$ cat config.mk
export PLATFORM = sky130hd
export DESIGN_NAME = frame_pacing_timer
export DESIGN_NICKNAME = d
export VERILOG_FILES = /design/src/rtl/fpt_pkg.sv /design/src/rtl/fpt_div_serial.sv /design/src/rtl/frame_pacing_timer.sv
export SDC_FILE = /design/constraint.sdc
export NUM_CORES = 2
export LEC_CHECK = 0
export ABC_AREA = 1
export BUFFER_PORTS_ARGS = -buffer_cell sky130_fd_sc_hd__buf_2
export CELL_PAD_IN_SITES_DETAIL_PLACEMENT = 0
export CELL_PAD_IN_SITES_GLOBAL_PLACEMENT = 2
export CORE_ASPECT_RATIO = 0.5
export CORE_MARGIN = 1.5
export CORE_UTILIZATION = 35
export DETAILED_ROUTE_END_ITERATION = 6
export PLACE_DENSITY = 0.91
export SKIP_CTS_REPAIR_TIMING = 1
export SYNTH_ARGS = -nofsm -noshare
export SYNTH_HDL_FRONTEND = slang
export SYNTH_HIERARCHICAL = 1
export SYNTH_SLANG_ARGS = --single-unit
$ cat constraint.sdc
create_clock -name clk -period 6.4 [get_ports clk]
set_clock_uncertainty 0.2 [all_clocks]
set_input_delay 0.64 -clock clk [delete_from_list [all_inputs] [get_ports clk]]
set_output_delay 0.64 -clock clk [all_outputs]
set_load 0.05 [all_outputs]
$ cat src/rtl/fpt_pkg.sv
// Shared types and constants for the frame pacing timer.
// Used by fpt_div_serial and frame_pacing_timer; depends on nothing.
package fpt_pkg;

	// configuration port
	localparam int CFG_W     = 18;
	localparam int CFG_IDX_W = 2;

	localparam logic [CFG_IDX_W-1:0] REG_ENABLED      = 2'd0;
	localparam logic [CFG_IDX_W-1:0] REG_SPEED        = 2'd1;
	localparam logic [CFG_IDX_W-1:0] REG_MIN_INTERVAL = 2'd2;
	localparam logic [CFG_IDX_W-1:0] REG_SINGLE_CALL  = 2'd3;

	localparam logic [9:0]  SPEED_RESET        = 10'd60;
	localparam logic [17:0] MIN_INTERVAL_RESET = 18'd64;

	// opcodes
	localparam logic [1:0] OP_SAMPLE   = 2'd0;
	localparam logic [1:0] OP_PROCESS  = 2'd1;
	localparam logic [1:0] OP_REANCHOR = 2'd2;

	// arithmetic
	localparam int QUO_BITS      = 24;    // quotient bits per serial division
	localparam int ACC_FRAC_BITS = 16;    // tick accumulator fraction bits
	localparam int ACCUM_W       = 20;
	localparam int TICK_W        = 4;
	localparam int MS_PER_S      = 1000;
	localparam int TICK_SPAN_MS  = 8000;  // elapsed time that hits the cap at any nonzero speed

	localparam logic [15:0]        RATE_MAX  = 16'hFFFF;
	localparam logic [23:0]        LAT_MAX   = 24'hFFFFFF;
	localparam logic [ACCUM_W-1:0] ACCUM_MAX = 20'hFFFFF;
	localparam logic [ACCUM_W-1:0] DELTA_CAP = 20'h80000;
	localparam logic [9:0]         WAIT_MAX  = 10'd1000;
	localparam logic [9:0]         IDLE_WAIT = 10'd5;
	localparam logic [TICK_W-1:0]  ONE_TICK  = 4'd1;

	typedef enum logic [3:0] {
		ST_IDLE,
		ST_EVAL,
		ST_RATE,
		ST_RATE_WAIT,
		ST_LAT,
		ST_LAT_WAIT,
		ST_TICK,
		ST_TICK_WAIT,
		ST_CHECK,
		ST_DONE
	} fpt_state_t;

	typedef enum logic [1:0] {
		DV_IDLE,
		DV_CHECK,
		DV_RUN,
		DV_ROUND
	} div_state_t;

	typedef struct packed {
		logic                done;
		logic                ovf;       // quotient does not fit QUO_BITS
		logic                round_up;  // remainder at least half the divisor
		logic [QUO_BITS-1:0] quo;
	} div_res_t;

endpackage

$ cat src/rtl/fpt_div_serial.sv
// Bit-serial restoring divider, one quotient bit per cycle.
// Depends on fpt_pkg (QUO_BITS, div_state_t, div_res_t).
module fpt_div_serial #(
	parameter int DIV_W = 64
) (
	input  logic              clk,
	input  logic              arst_n,
	input  logic              start,
	input  logic [DIV_W-1:0]  num,
	input  logic [DIV_W-1:0]  den,
	output fpt_pkg::div_res_t res
);
	import fpt_pkg::*;

	localparam int CNT_W = $clog2(QUO_BITS);

	div_state_t state_q, state_d;

	logic [DIV_W-1:0]    rem_q, den_q;
	logic [QUO_BITS-1:0] digit_q;   // low numerator bits in, quotient bits out
	logic [CNT_W-1:0]    cnt_q;
	logic                ovf_q, round_q, done_q;
	logic [DIV_W:0]      trial, diff;
	logic                take;

	always_comb begin
		trial = {rem_q, digit_q[QUO_BITS-1]};
		diff  = trial - {1'b0, den_q};
		take  = trial >= {1'b0, den_q};
	end

	always_comb begin
		state_d = state_q;
		case (state_q)
			DV_IDLE: begin
				if (start)
					state_d = DV_CHECK;
			end
			DV_CHECK: state_d = DV_RUN;
			DV_RUN: begin
				if (cnt_q == '0)
					state_d = DV_ROUND;
			end
			DV_ROUND: state_d = DV_IDLE;
			default: state_d = DV_IDLE;
		endcase
	end

	always_ff @(posedge clk or negedge arst_n) begin
		if (!arst_n) begin
			state_q <= DV_IDLE;
			done_q  <= 1'b0;
		end else begin
			state_q <= state_d;
			done_q  <= (state_q == DV_ROUND);
		end
	end

	always_ff @(posedge clk) begin
		case (state_q)
			DV_IDLE: begin
				if (start) begin
					rem_q   <= num >> QUO_BITS;
					digit_q <= num[QUO_BITS-1:0];
					den_q   <= den;
				end
			end
			DV_CHECK: begin
				ovf_q <= rem_q >= den_q;
				cnt_q <= CNT_W'(QUO_BITS - 1);
			end
			DV_RUN: begin
				rem_q   <= take ? diff[DIV_W-1:0] : trial[DIV_W-1:0];
				digit_q <= {digit_q[QUO_BITS-2:0], take};
				cnt_q   <= cnt_q - 1'b1;
			end
			DV_ROUND: begin
				round_q <= {rem_q, 1'b0} >= {1'b0, den_q};
			end
			default: ;
		endcase
	end

	assign res = '{done: done_q, ovf: ovf_q, round_up: round_q, quo: digit_q};

endmodule

$ cat src/rtl/frame_pacing_timer.sv
// Frame pacing timer, top level; depends on fpt_pkg and fpt_div_serial.
// Times are ms in fixed point with TIME_FRAC_BITS fraction bits. A sample word (opcode 0)
// counts a frame, measures the rounded frame rate once a second has gone by, measures the
// mean frame latency once more than 1 ms has gone by, adds the scaled elapsed time (capped
// at 8 ticks) to a Q16 tick accumulator once per process word, and works out the wait before
// the next sample from recheck_time. A process word (opcode 1) hands out the whole ticks, or
// one tick in single-call mode. Opcode 2 re-anchors and clears the accumulator. Time running
// backwards re-anchors and flags was_reset; a disabled timer re-anchors and asks for 5 ms.
// Every input word gives exactly one result word. Process, re-anchor and disabled words skip
// the divider. An enabled sample word runs its rate, latency and tick divisions, each only
// when needed, one after another through one shared bit-serial divider that makes one of
// its 24 quotient bits per cycle. The last step also waits for as long as the previous
// result is still stalled in the output register. The next input word is taken once the
// result sits in the output register, even if it is still stalled there.
module frame_pacing_timer #(
	parameter int TIME_WIDTH     = 48,
	parameter int COUNT_WIDTH    = 16,
	parameter int TIME_FRAC_BITS = 8
) (
	input  logic                          clk,
	input  logic                          arst_n,
	// configuration writes
	input  logic                          cfg_we,
	input  logic [fpt_pkg::CFG_IDX_W-1:0] cfg_index,
	input  logic [fpt_pkg::CFG_W-1:0]     cfg_data,
	// input channel
	input  logic                          in_valid,
	output logic                          in_stall,
	input  logic [1:0]                    opcode,
	input  logic [TIME_WIDTH-1:0]         sample_time,
	input  logic [TIME_WIDTH-1:0]         recheck_time,
	// result channel
	output logic                          out_valid,
	input  logic                          out_stall,
	output logic [15:0]                   frame_rate,
	output logic [23:0]                   latency,
	output logic [3:0]                    tick_count,
	output logic [9:0]                    wait_ms,
	output logic                          was_reset
);
	import fpt_pkg::*;

	// widths of the divider operands
	localparam int LIM_W      = 13 + TIME_FRAC_BITS;       // holds 8000 ms
	localparam int RATE_MUL_W = COUNT_WIDTH + 10;          // 1000 * frames
	localparam int RATE_NUM_W = RATE_MUL_W + TIME_FRAC_BITS;
	localparam int TICK_MUL_W = LIM_W + 10;                // elapsed * speed
	localparam int TICK_NUM_W = TICK_MUL_W + ACC_FRAC_BITS - TIME_FRAC_BITS;
	localparam int DIV_W0     = (RATE_NUM_W > TIME_WIDTH) ? RATE_NUM_W : TIME_WIDTH;
	localparam int DIV_W      = (TICK_NUM_W > DIV_W0) ? TICK_NUM_W : DIV_W0;
	localparam int SUM_W      = QUO_BITS + 1;

	localparam logic [TIME_WIDTH-1:0] ONE_MS    = TIME_WIDTH'(1) << TIME_FRAC_BITS;
	localparam logic [TIME_WIDTH-1:0] SLOW_SPAN = TIME_WIDTH'(MS_PER_S) << TIME_FRAC_BITS;
	localparam logic [TIME_WIDTH-1:0] TICK_LIM  = TIME_WIDTH'(TICK_SPAN_MS) << TIME_FRAC_BITS;
	localparam logic [CFG_W-1:0]      WAIT_CHECK = CFG_W'(2) << TIME_FRAC_BITS;
	localparam logic [CFG_W:0]        HALF_MS    = (CFG_W + 1)'(1) << (TIME_FRAC_BITS - 1);

	// configuration
	logic              enabled_q, single_q;
	logic [9:0]        speed_q;
	logic [CFG_W-1:0]  min_interval_q;

	// timer state
	logic [TIME_WIDTH-1:0]  qa_q, sa_q;       // quick and slow anchors
	logic [COUNT_WIDTH-1:0] qf_q, sf_q;       // quick and slow frame counts
	logic [15:0]            rate_q;
	logic [23:0]            lat_q;
	logic [ACCUM_W-1:0]     accum_q;
	logic                   processed_q;

	// per-word working registers
	logic [1:0]            op_q;
	logic [TIME_WIDTH-1:0] now_q, again_q, qd_q, sd_q;
	logic [TICK_W-1:0]     tick_q;
	logic [9:0]            wait_q;
	logic                  back_q;

	// result register
	logic        out_valid_q, was_reset_q;
	logic [15:0] frame_rate_q;
	logic [23:0] latency_q;
	logic [3:0]  tick_count_q;
	logic [9:0]  wait_ms_q;

	fpt_state_t state_q, state_d;

	// divider hookup
	logic             div_start;
	logic [DIV_W-1:0] div_num, div_den;
	div_res_t         res;

	// datapath helpers
	logic                   now_back, again_back, slow_hit, quick_hit, wait_on;
	logic                   tick_direct, out_load;
	logic [COUNT_WIDTH-1:0] qf_inc, sf_inc;
	logic [RATE_MUL_W-1:0]  rate_prod;
	logic [TICK_MUL_W-1:0]  tick_prod;
	logic [SUM_W-1:0]       rnd_sum;
	logic [15:0]            rate_new;
	logic [23:0]            lat_new;
	logic [ACCUM_W-1:0]     delta_div, delta_imm, delta_sel, accum_new;
	logic [ACCUM_W:0]       accum_sum;
	logic [TIME_WIDTH-1:0]  qd2;
	logic                   need_wait;
	logic [CFG_W-1:0]       wdiff;
	logic [CFG_W:0]         w_sum, w_ms;
	logic [9:0]             wait_new;

	fpt_div_serial #(
		.DIV_W (DIV_W)
	) u_div (
		.clk    (clk),
		.arst_n (arst_n),
		.start  (div_start),
		.num    (div_num),
		.den    (div_den),
		.res    (res)
	);

	always_comb begin
		now_back   = (now_q < qa_q) || (now_q < sa_q);
		again_back = (again_q < qa_q) || (again_q < sa_q);
		slow_hit   = sd_q >= SLOW_SPAN;
		quick_hit  = qd_q > ONE_MS;
		wait_on    = min_interval_q > WAIT_CHECK;
		qf_inc     = (qf_q == '1) ? qf_q : qf_q + 1'b1;
		sf_inc     = (sf_q == '1) ? sf_q : sf_q + 1'b1;

		// no division for the tick delta when speed is zero or elapsed time has reached the cap span
		tick_direct = (speed_q == '0) || (qd_q >= TICK_LIM);
		delta_imm   = (speed_q == '0) ? '0 : DELTA_CAP;

		rate_prod = RATE_MUL_W'(sf_q) * RATE_MUL_W'(MS_PER_S);
		tick_prod = TICK_MUL_W'(qd_q[LIM_W-1:0]) * TICK_MUL_W'(speed_q);

		// rounded and saturated division results
		rnd_sum  = SUM_W'(res.quo) + SUM_W'(res.round_up);
		rate_new = (res.ovf || rnd_sum > SUM_W'(RATE_MAX)) ? RATE_MAX : rnd_sum[15:0];
		lat_new  = (res.ovf || rnd_sum > SUM_W'(LAT_MAX)) ? LAT_MAX : rnd_sum[23:0];
		delta_div = (res.ovf || res.quo > QUO_BITS'(DELTA_CAP)) ? DELTA_CAP
			: res.quo[ACCUM_W-1:0];
		delta_sel = (state_q == ST_TICK_WAIT) ? delta_div : delta_imm;
		accum_sum = {1'b0, accum_q} + {1'b0, delta_sel};
		accum_new = accum_sum[ACCUM_W] ? ACCUM_MAX : accum_sum[ACCUM_W-1:0];

		// wait from the second reading, against the quick anchor as it stands now
		qd2       = again_q - qa_q;
		need_wait = qd2 < TIME_WIDTH'(min_interval_q);
		wdiff     = min_interval_q - qd2[CFG_W-1:0];
		w_sum     = {1'b0, wdiff} + HALF_MS;
		w_ms      = w_sum >> TIME_FRAC_BITS;
		wait_new  = (w_ms > (CFG_W + 1)'(WAIT_MAX)) ? WAIT_MAX : w_ms[9:0];
	end

	// divider operands by step
	always_comb begin
		case (state_q)
			ST_RATE: begin
				div_num = DIV_W'(rate_prod) << TIME_FRAC_BITS;
				div_den = DIV_W'(sd_q);
			end
			ST_LAT: begin
				div_num = DIV_W'(qd_q);
				div_den = DIV_W'(qf_q);
			end
			default: begin
				div_num = DIV_W'(tick_prod) << (ACC_FRAC_BITS - TIME_FRAC_BITS);
				div_den = DIV_W'(MS_PER_S);
			end
		endcase
	end

	// sequencer
	always_comb begin
		state_d   = state_q;
		in_stall  = 1'b1;
		div_start = 1'b0;
		out_load  = 1'b0;
		case (state_q)
			ST_IDLE: begin
				in_stall = 1'b0;
				if (in_valid)
					state_d = ST_EVAL;
			end
			ST_EVAL: begin
				if (op_q == OP_SAMPLE && enabled_q && !now_back)
					state_d = ST_RATE;
				else
					state_d = ST_DONE;
			end
			ST_RATE: begin
				if (slow_hit) begin
					div_start = 1'b1;
					state_d   = ST_RATE_WAIT;
				end else begin
					state_d = ST_LAT;
				end
			end
			ST_RATE_WAIT: begin
				if (res.done)
					state_d = ST_LAT;
			end
			ST_LAT: begin
				if (!quick_hit) begin
					state_d = ST_CHECK;
				end else if (qf_q == '0) begin
					state_d = ST_TICK;
				end else begin
					div_start = 1'b1;
					state_d   = ST_LAT_WAIT;
				end
			end
			ST_LAT_WAIT: begin
				if (res.done)
					state_d = ST_TICK;
			end
			ST_TICK: begin
				if (processed_q && !tick_direct) begin
					div_start = 1'b1;
					state_d   = ST_TICK_WAIT;
				end else begin
					state_d = ST_CHECK;
				end
			end
			ST_TICK_WAIT: begin
				if (res.done)
					state_d = ST_CHECK;
			end
			ST_CHECK: state_d = ST_DONE;
			ST_DONE: begin
				if (!out_valid_q || !out_stall) begin
					out_load = 1'b1;
					state_d  = ST_IDLE;
				end
			end
			default: state_d = ST_IDLE;
		endcase
	end

	always_ff @(posedge clk or negedge arst_n) begin
		if (!arst_n)
			state_q <= ST_IDLE;
		else
			state_q <= state_d;
	end

	// configuration registers
	always_ff @(posedge clk or negedge arst_n) begin
		if (!arst_n) begin
			enabled_q      <= 1'b0;
			speed_q        <= SPEED_RESET;
			min_interval_q <= MIN_INTERVAL_RESET;
			single_q       <= 1'b0;
		end else if (cfg_we) begin
			case (cfg_index)
				REG_ENABLED:      enabled_q      <= cfg_data[0];
				REG_SPEED:        speed_q        <= cfg_data[9:0];
				REG_MIN_INTERVAL: min_interval_q <= cfg_data;
				REG_SINGLE_CALL:  single_q       <= cfg_data[0];
				default: ;
			endcase
		end
	end

	// timer state
	always_ff @(posedge clk or negedge arst_n) begin
		if (!arst_n) begin
			qa_q        <= '0;
			sa_q        <= '0;
			qf_q        <= '0;
			sf_q        <= '0;
			rate_q      <= '0;
			lat_q       <= '0;
			accum_q     <= '0;
			processed_q <= 1'b0;
		end else begin
			case (state_q)
				ST_EVAL: begin
					case (op_q)
						OP_SAMPLE: begin
							if (!enabled_q || now_back) begin
								qa_q <= now_q;
								sa_q <= now_q;
								qf_q <= '0;
								sf_q <= '0;
								if (enabled_q)
									accum_q <= '0;
							end else begin
								qf_q <= qf_inc;
								sf_q <= sf_inc;
							end
						end
						OP_PROCESS: begin
							processed_q <= 1'b1;
							if (accum_q[ACCUM_W-1:ACC_FRAC_BITS] != '0) begin
								if (single_q)
									accum_q <= '0;
								else
									accum_q <= {{(ACCUM_W - ACC_FRAC_BITS){1'b0}},
										accum_q[ACC_FRAC_BITS-1:0]};
							end
						end
						OP_REANCHOR: begin
							qa_q    <= now_q;
							sa_q    <= now_q;
							qf_q    <= '0;
							sf_q    <= '0;
							accum_q <= '0;
						end
						default: ;
					endcase
				end
				ST_RATE_WAIT: begin
					if (res.done) begin
						rate_q <= rate_new;
						sa_q   <= now_q;
						sf_q   <= '0;
					end
				end
				ST_LAT: begin
					if (quick_hit && qf_q == '0)
						lat_q <= '0;
				end
				ST_LAT_WAIT: begin
					if (res.done)
						lat_q <= lat_new;
				end
				ST_TICK: begin
					// tick operands come from qd_q, not the anchor, so the quick anchor moves now
					qa_q <= now_q;
					qf_q <= '0;
					if (processed_q && tick_direct) begin
						accum_q     <= accum_new;
						processed_q <= 1'b0;
					end
				end
				ST_TICK_WAIT: begin
					if (res.done) begin
						accum_q     <= accum_new;
						processed_q <= 1'b0;
					end
				end
				ST_CHECK: begin
					if (wait_on && again_back) begin
						qa_q    <= again_q;
						sa_q    <= again_q;
						qf_q    <= '0;
						sf_q    <= '0;
						accum_q <= '0;
					end
				end
				default: ;
			endcase
		end
	end

	// per-word working registers
	always_ff @(posedge clk) begin
		case (state_q)
			ST_IDLE: begin
				if (in_valid) begin
					op_q    <= opcode;
					now_q   <= sample_time;
					again_q <= recheck_time;
				end
			end
			ST_EVAL: begin
				qd_q <= now_q - qa_q;
				sd_q <= now_q - sa_q;
				// ticks go out only on a process word that finds a whole one
				if (op_q == OP_PROCESS && accum_q[ACCUM_W-1:ACC_FRAC_BITS] != '0)
					tick_q <= single_q ? ONE_TICK : accum_q[ACCUM_W-1:ACC_FRAC_BITS];
				else
					tick_q <= '0;
				wait_q <= (op_q == OP_SAMPLE && !enabled_q) ? IDLE_WAIT : '0;
				back_q <= (op_q == OP_SAMPLE) && enabled_q && now_back;
			end
			ST_CHECK: begin
				if (wait_on) begin
					if (again_back)
						back_q <= 1'b1;
					else if (need_wait)
						wait_q <= wait_new;
				end
			end
			default: ;
		endcase
	end

	// result register: frees the sequencer while the word waits downstream
	always_ff @(posedge clk or negedge arst_n) begin
		if (!arst_n)
			out_valid_q <= 1'b0;
		else if (out_load)
			out_valid_q <= 1'b1;
		else if (!out_stall)
			out_valid_q <= 1'b0;
	end

	always_ff @(posedge clk) begin
		if (out_load) begin
			frame_rate_q <= rate_q;
			latency_q    <= lat_q;
			tick_count_q <= tick_q;
			wait_ms_q    <= wait_q;
			was_reset_q  <= back_q;
		end
	end

	assign out_valid  = out_valid_q;
	assign frame_rate = frame_rate_q;
	assign latency    = latency_q;
	assign tick_count = tick_count_q;
	assign wait_ms    = wait_ms_q;
	assign was_reset  = was_reset_q;

endmodule

==> metrics <==
GR Util All Layers 23.32%; maximum root-to-sink buffer count 3; critical path's top delay family adder cells; Die Area 158500 um2; vias in the first global route 46660; top-count cell post-synth nand2_1; largest net degree at the start of global routing 137; Post-synth EDFFs 391; failing checks DRC; Die H 282.3 um; DR vias/cell ~5.0; area grow syn2layout 12.07%; grt total ovfl 0; DR WL met3 between 10000 and 15000 um; post-layout util around two fifths; Critical Path RT approximately 6700 ps; Setup CP Type reg2reg; DR WL met2 between 80000 and 90000 um; Num CTS Buffers 66; main flop type after synthesis edfxtp_1; M1 WL 88710 um; CP peak stage delay 770 ps; RSZ-0062 raised after global routing false; number of setup violations in the final report 0; clk sink count 618; final net count 8266; leading cell types by count after synthesis nand2_1, inv_1, nor2_1; clock-pin slew on the worst setup and hold paths about 80 ps; Syn Std Cell Area 54590 um2; effective utilization at floorplan 35.26%; antenna violations before repair 4; Routed WL per cell 19.49 um; Final TNS setup 0 ps; io pins 180; Final GP Congestion 0.9523; port bufs 179; worst-path maximum fanout 16; TritonCTS clock tree built; worst skew pair latency between 600 and 700 ps; fin. max-slew vios 0; Area after DPL 57940 um2; Post-DP HPWL 153100 um; Routed Antenna Nets 0; fmax 164.9 MHz; Rows between 100 and 150; vias 48110; fin area 61180 um2; Synth top area share 21.51%; endpoints failing hold 0; first-pass GRT wire length 282400 um; Worst Tran Pin Value around 1300 ps; Cells after Synth 7189; Synth area leaders edfxtp_1, nand2_1, ha_1, dfrtp_1, inv_1; max cap viols 0; status complete, but fails checks; critical-path cell list buf_4 > nand2_1 > inv_1 > fa_1 > fa_1 > fa_1 > inv_1 > fa_1 > fa_1 > inv_1 > ha_1 > nand2_1 > nor4_1 > nand3_1 > nand3_1 > nand3_1 > nand2_1 > nand3_1 > a21oi_1 > o21ai_0 > nand2_1 > nand2_1; DR DRC count 3; Hold Path Class in2reg; Final min period 6063 ps; Die Span X between 500 and 600 um; Worst Setup Start Kind flop; post-synth cell types between 70 and 80; CTS H-tree lvls 3; Async S/R FF share, synth 36.73%; Period Utilization, post-route 94.73%; floorplan core area 154800 um2; Yosys warning count 6; CTS root buffer clkbuf_16; Synth Register Bits 618; sequential share of the synthesized area 31.92%; syn_area_per_cell roughly 7.6 um2; drt initial violations 3882; Crit-path slowest cell dfstp_2; final wirelength around 190000 um; max-slew headroom at the worst pin a little over an eighth; highest metal used met4; syn_nets 7992; Buf/Inv on CP 4; crit path DAT 6310 ps; first-pass iteration count of the detailed router 7; CP endpoint kind flop; share of layout cells above drive strength 1 8.116%; area leader, netlist edfxtp_1
[metrics by stage]
step,hold slack (ps),setup WS (ps),std cells
after floorplan,144.4,476.0,7189
after global placement,204.3,182.6,9371
after detailed placement,206.6,96.20,9371
after CTS,-164.8,95.37,9492
after global routing,29.53,12.68,9596
final,40.71,337.3,9598
[layout make-up]
class	count	area, um2
fillers	16160	93620
multi-input cells	5100	31510
flip-flops and latches	618	17440
inverters	1328	4987
well taps	2080	2603
repair buffers	349	2455
clock buffers	85	1785
clock inverters	36	395.4
diodes	2	5.005
[cells by family after synthesis]
logic type,Yosys count,synth area share [%]
flip-flops,618,31.92
adder cells (fa/ha/maj),680,18.46
AO/OA/AOI/OAI,1075,11.17
AND/OR/NAND/NOR,3110,24.08
buffers and inverters,1471,10.49
XOR/XNOR,189,3.032
multiplexers,46,0.8434
[worst register-to-register path, stage by stage, from the launching register on]
cell     delay [ps]
dfstp_2         770
buf_4           240
nand2_1          60
inv_1            80
fa_1            440
fa_1            480
fa_1            540
inv_1            50
fa_1            500
fa_1            540
inv_1            40
ha_1            340
nand2_1         140
nor4_1          410
nand3_1         160
nand3_1         180
nand3_1          90
nand2_1         120
nand3_1         100
a21oi_1         130
o21ai_0         100
nand2_1          70
nand2_1          60
[flip-flops by register name, summed over array words and instances (netlist names), 5 cells and up]
| name | flops |
|---|---|
| min_interval_q | 18 |
| u_div/den_q | 48 |
| wait_q | 10 |
| now_q | 48 |
| again_q | 48 |
| wait_ms | 10 |
| qd_q | 48 |
| sf_q | 16 |
| speed_q | 10 |
| sa_q | 48 |
| qa_q | 48 |
| qf_q | 16 |
| latency | 24 |
| lat_q | 24 |
| sd_q | 48 |
| frame_rate | 16 |
| u_div/cnt_q | 5 |
| u_div/rem_q | 48 |
| accum_q | 20 |
| rate_q | 16 |
| u_div/digit_q | 24 |
[metal layers]
layer	vias to the layer above	GRT usage, %
met4	0	5.100
met2	1234	37.49
met5	-	0
met1	22950	33.28
li1	23710	-
met3	218	3.149
[worst paths after layout]
path                                      end  slack (ps)  depth (start not counted)         start
min in group asynchronous           rate_q[1]         420                          2        arst_n
max in group asynchronous            sa_q[35]        4140                          3        arst_n
min reg2reg                        wait_ms[5]         220                          0     wait_q[5]
max                           u_div/rem_q[11]         340                         22    speed_q[5]
max reg2reg                   u_div/rem_q[11]         340                         22    speed_q[5]
min                        min_interval_q[15]          40                          3  cfg_data[15]
[placed cells by master (no fill, tap or decap), types with 52 or more instances in the layout]
master	count
nand3_1	303
nor2_1	552
dlygate4sd3_1	99
nand2_1	1849
o21ai_0	338
clkbuf_16	68
ha_1	470
buf_4	69
a21oi_1	414
nand2_2	52
fa_1	209
xnor2_1	64
inv_1	1294
nand4_1	84
o21ai_1	58
xor2_1	125
nor3_1	90
buf_2	178
edfxtp_1	391
dfrtp_1	219
Power is not shown: default switching activity piles up to over one toggle a cycle in this logic, so the estimate is an artifact.
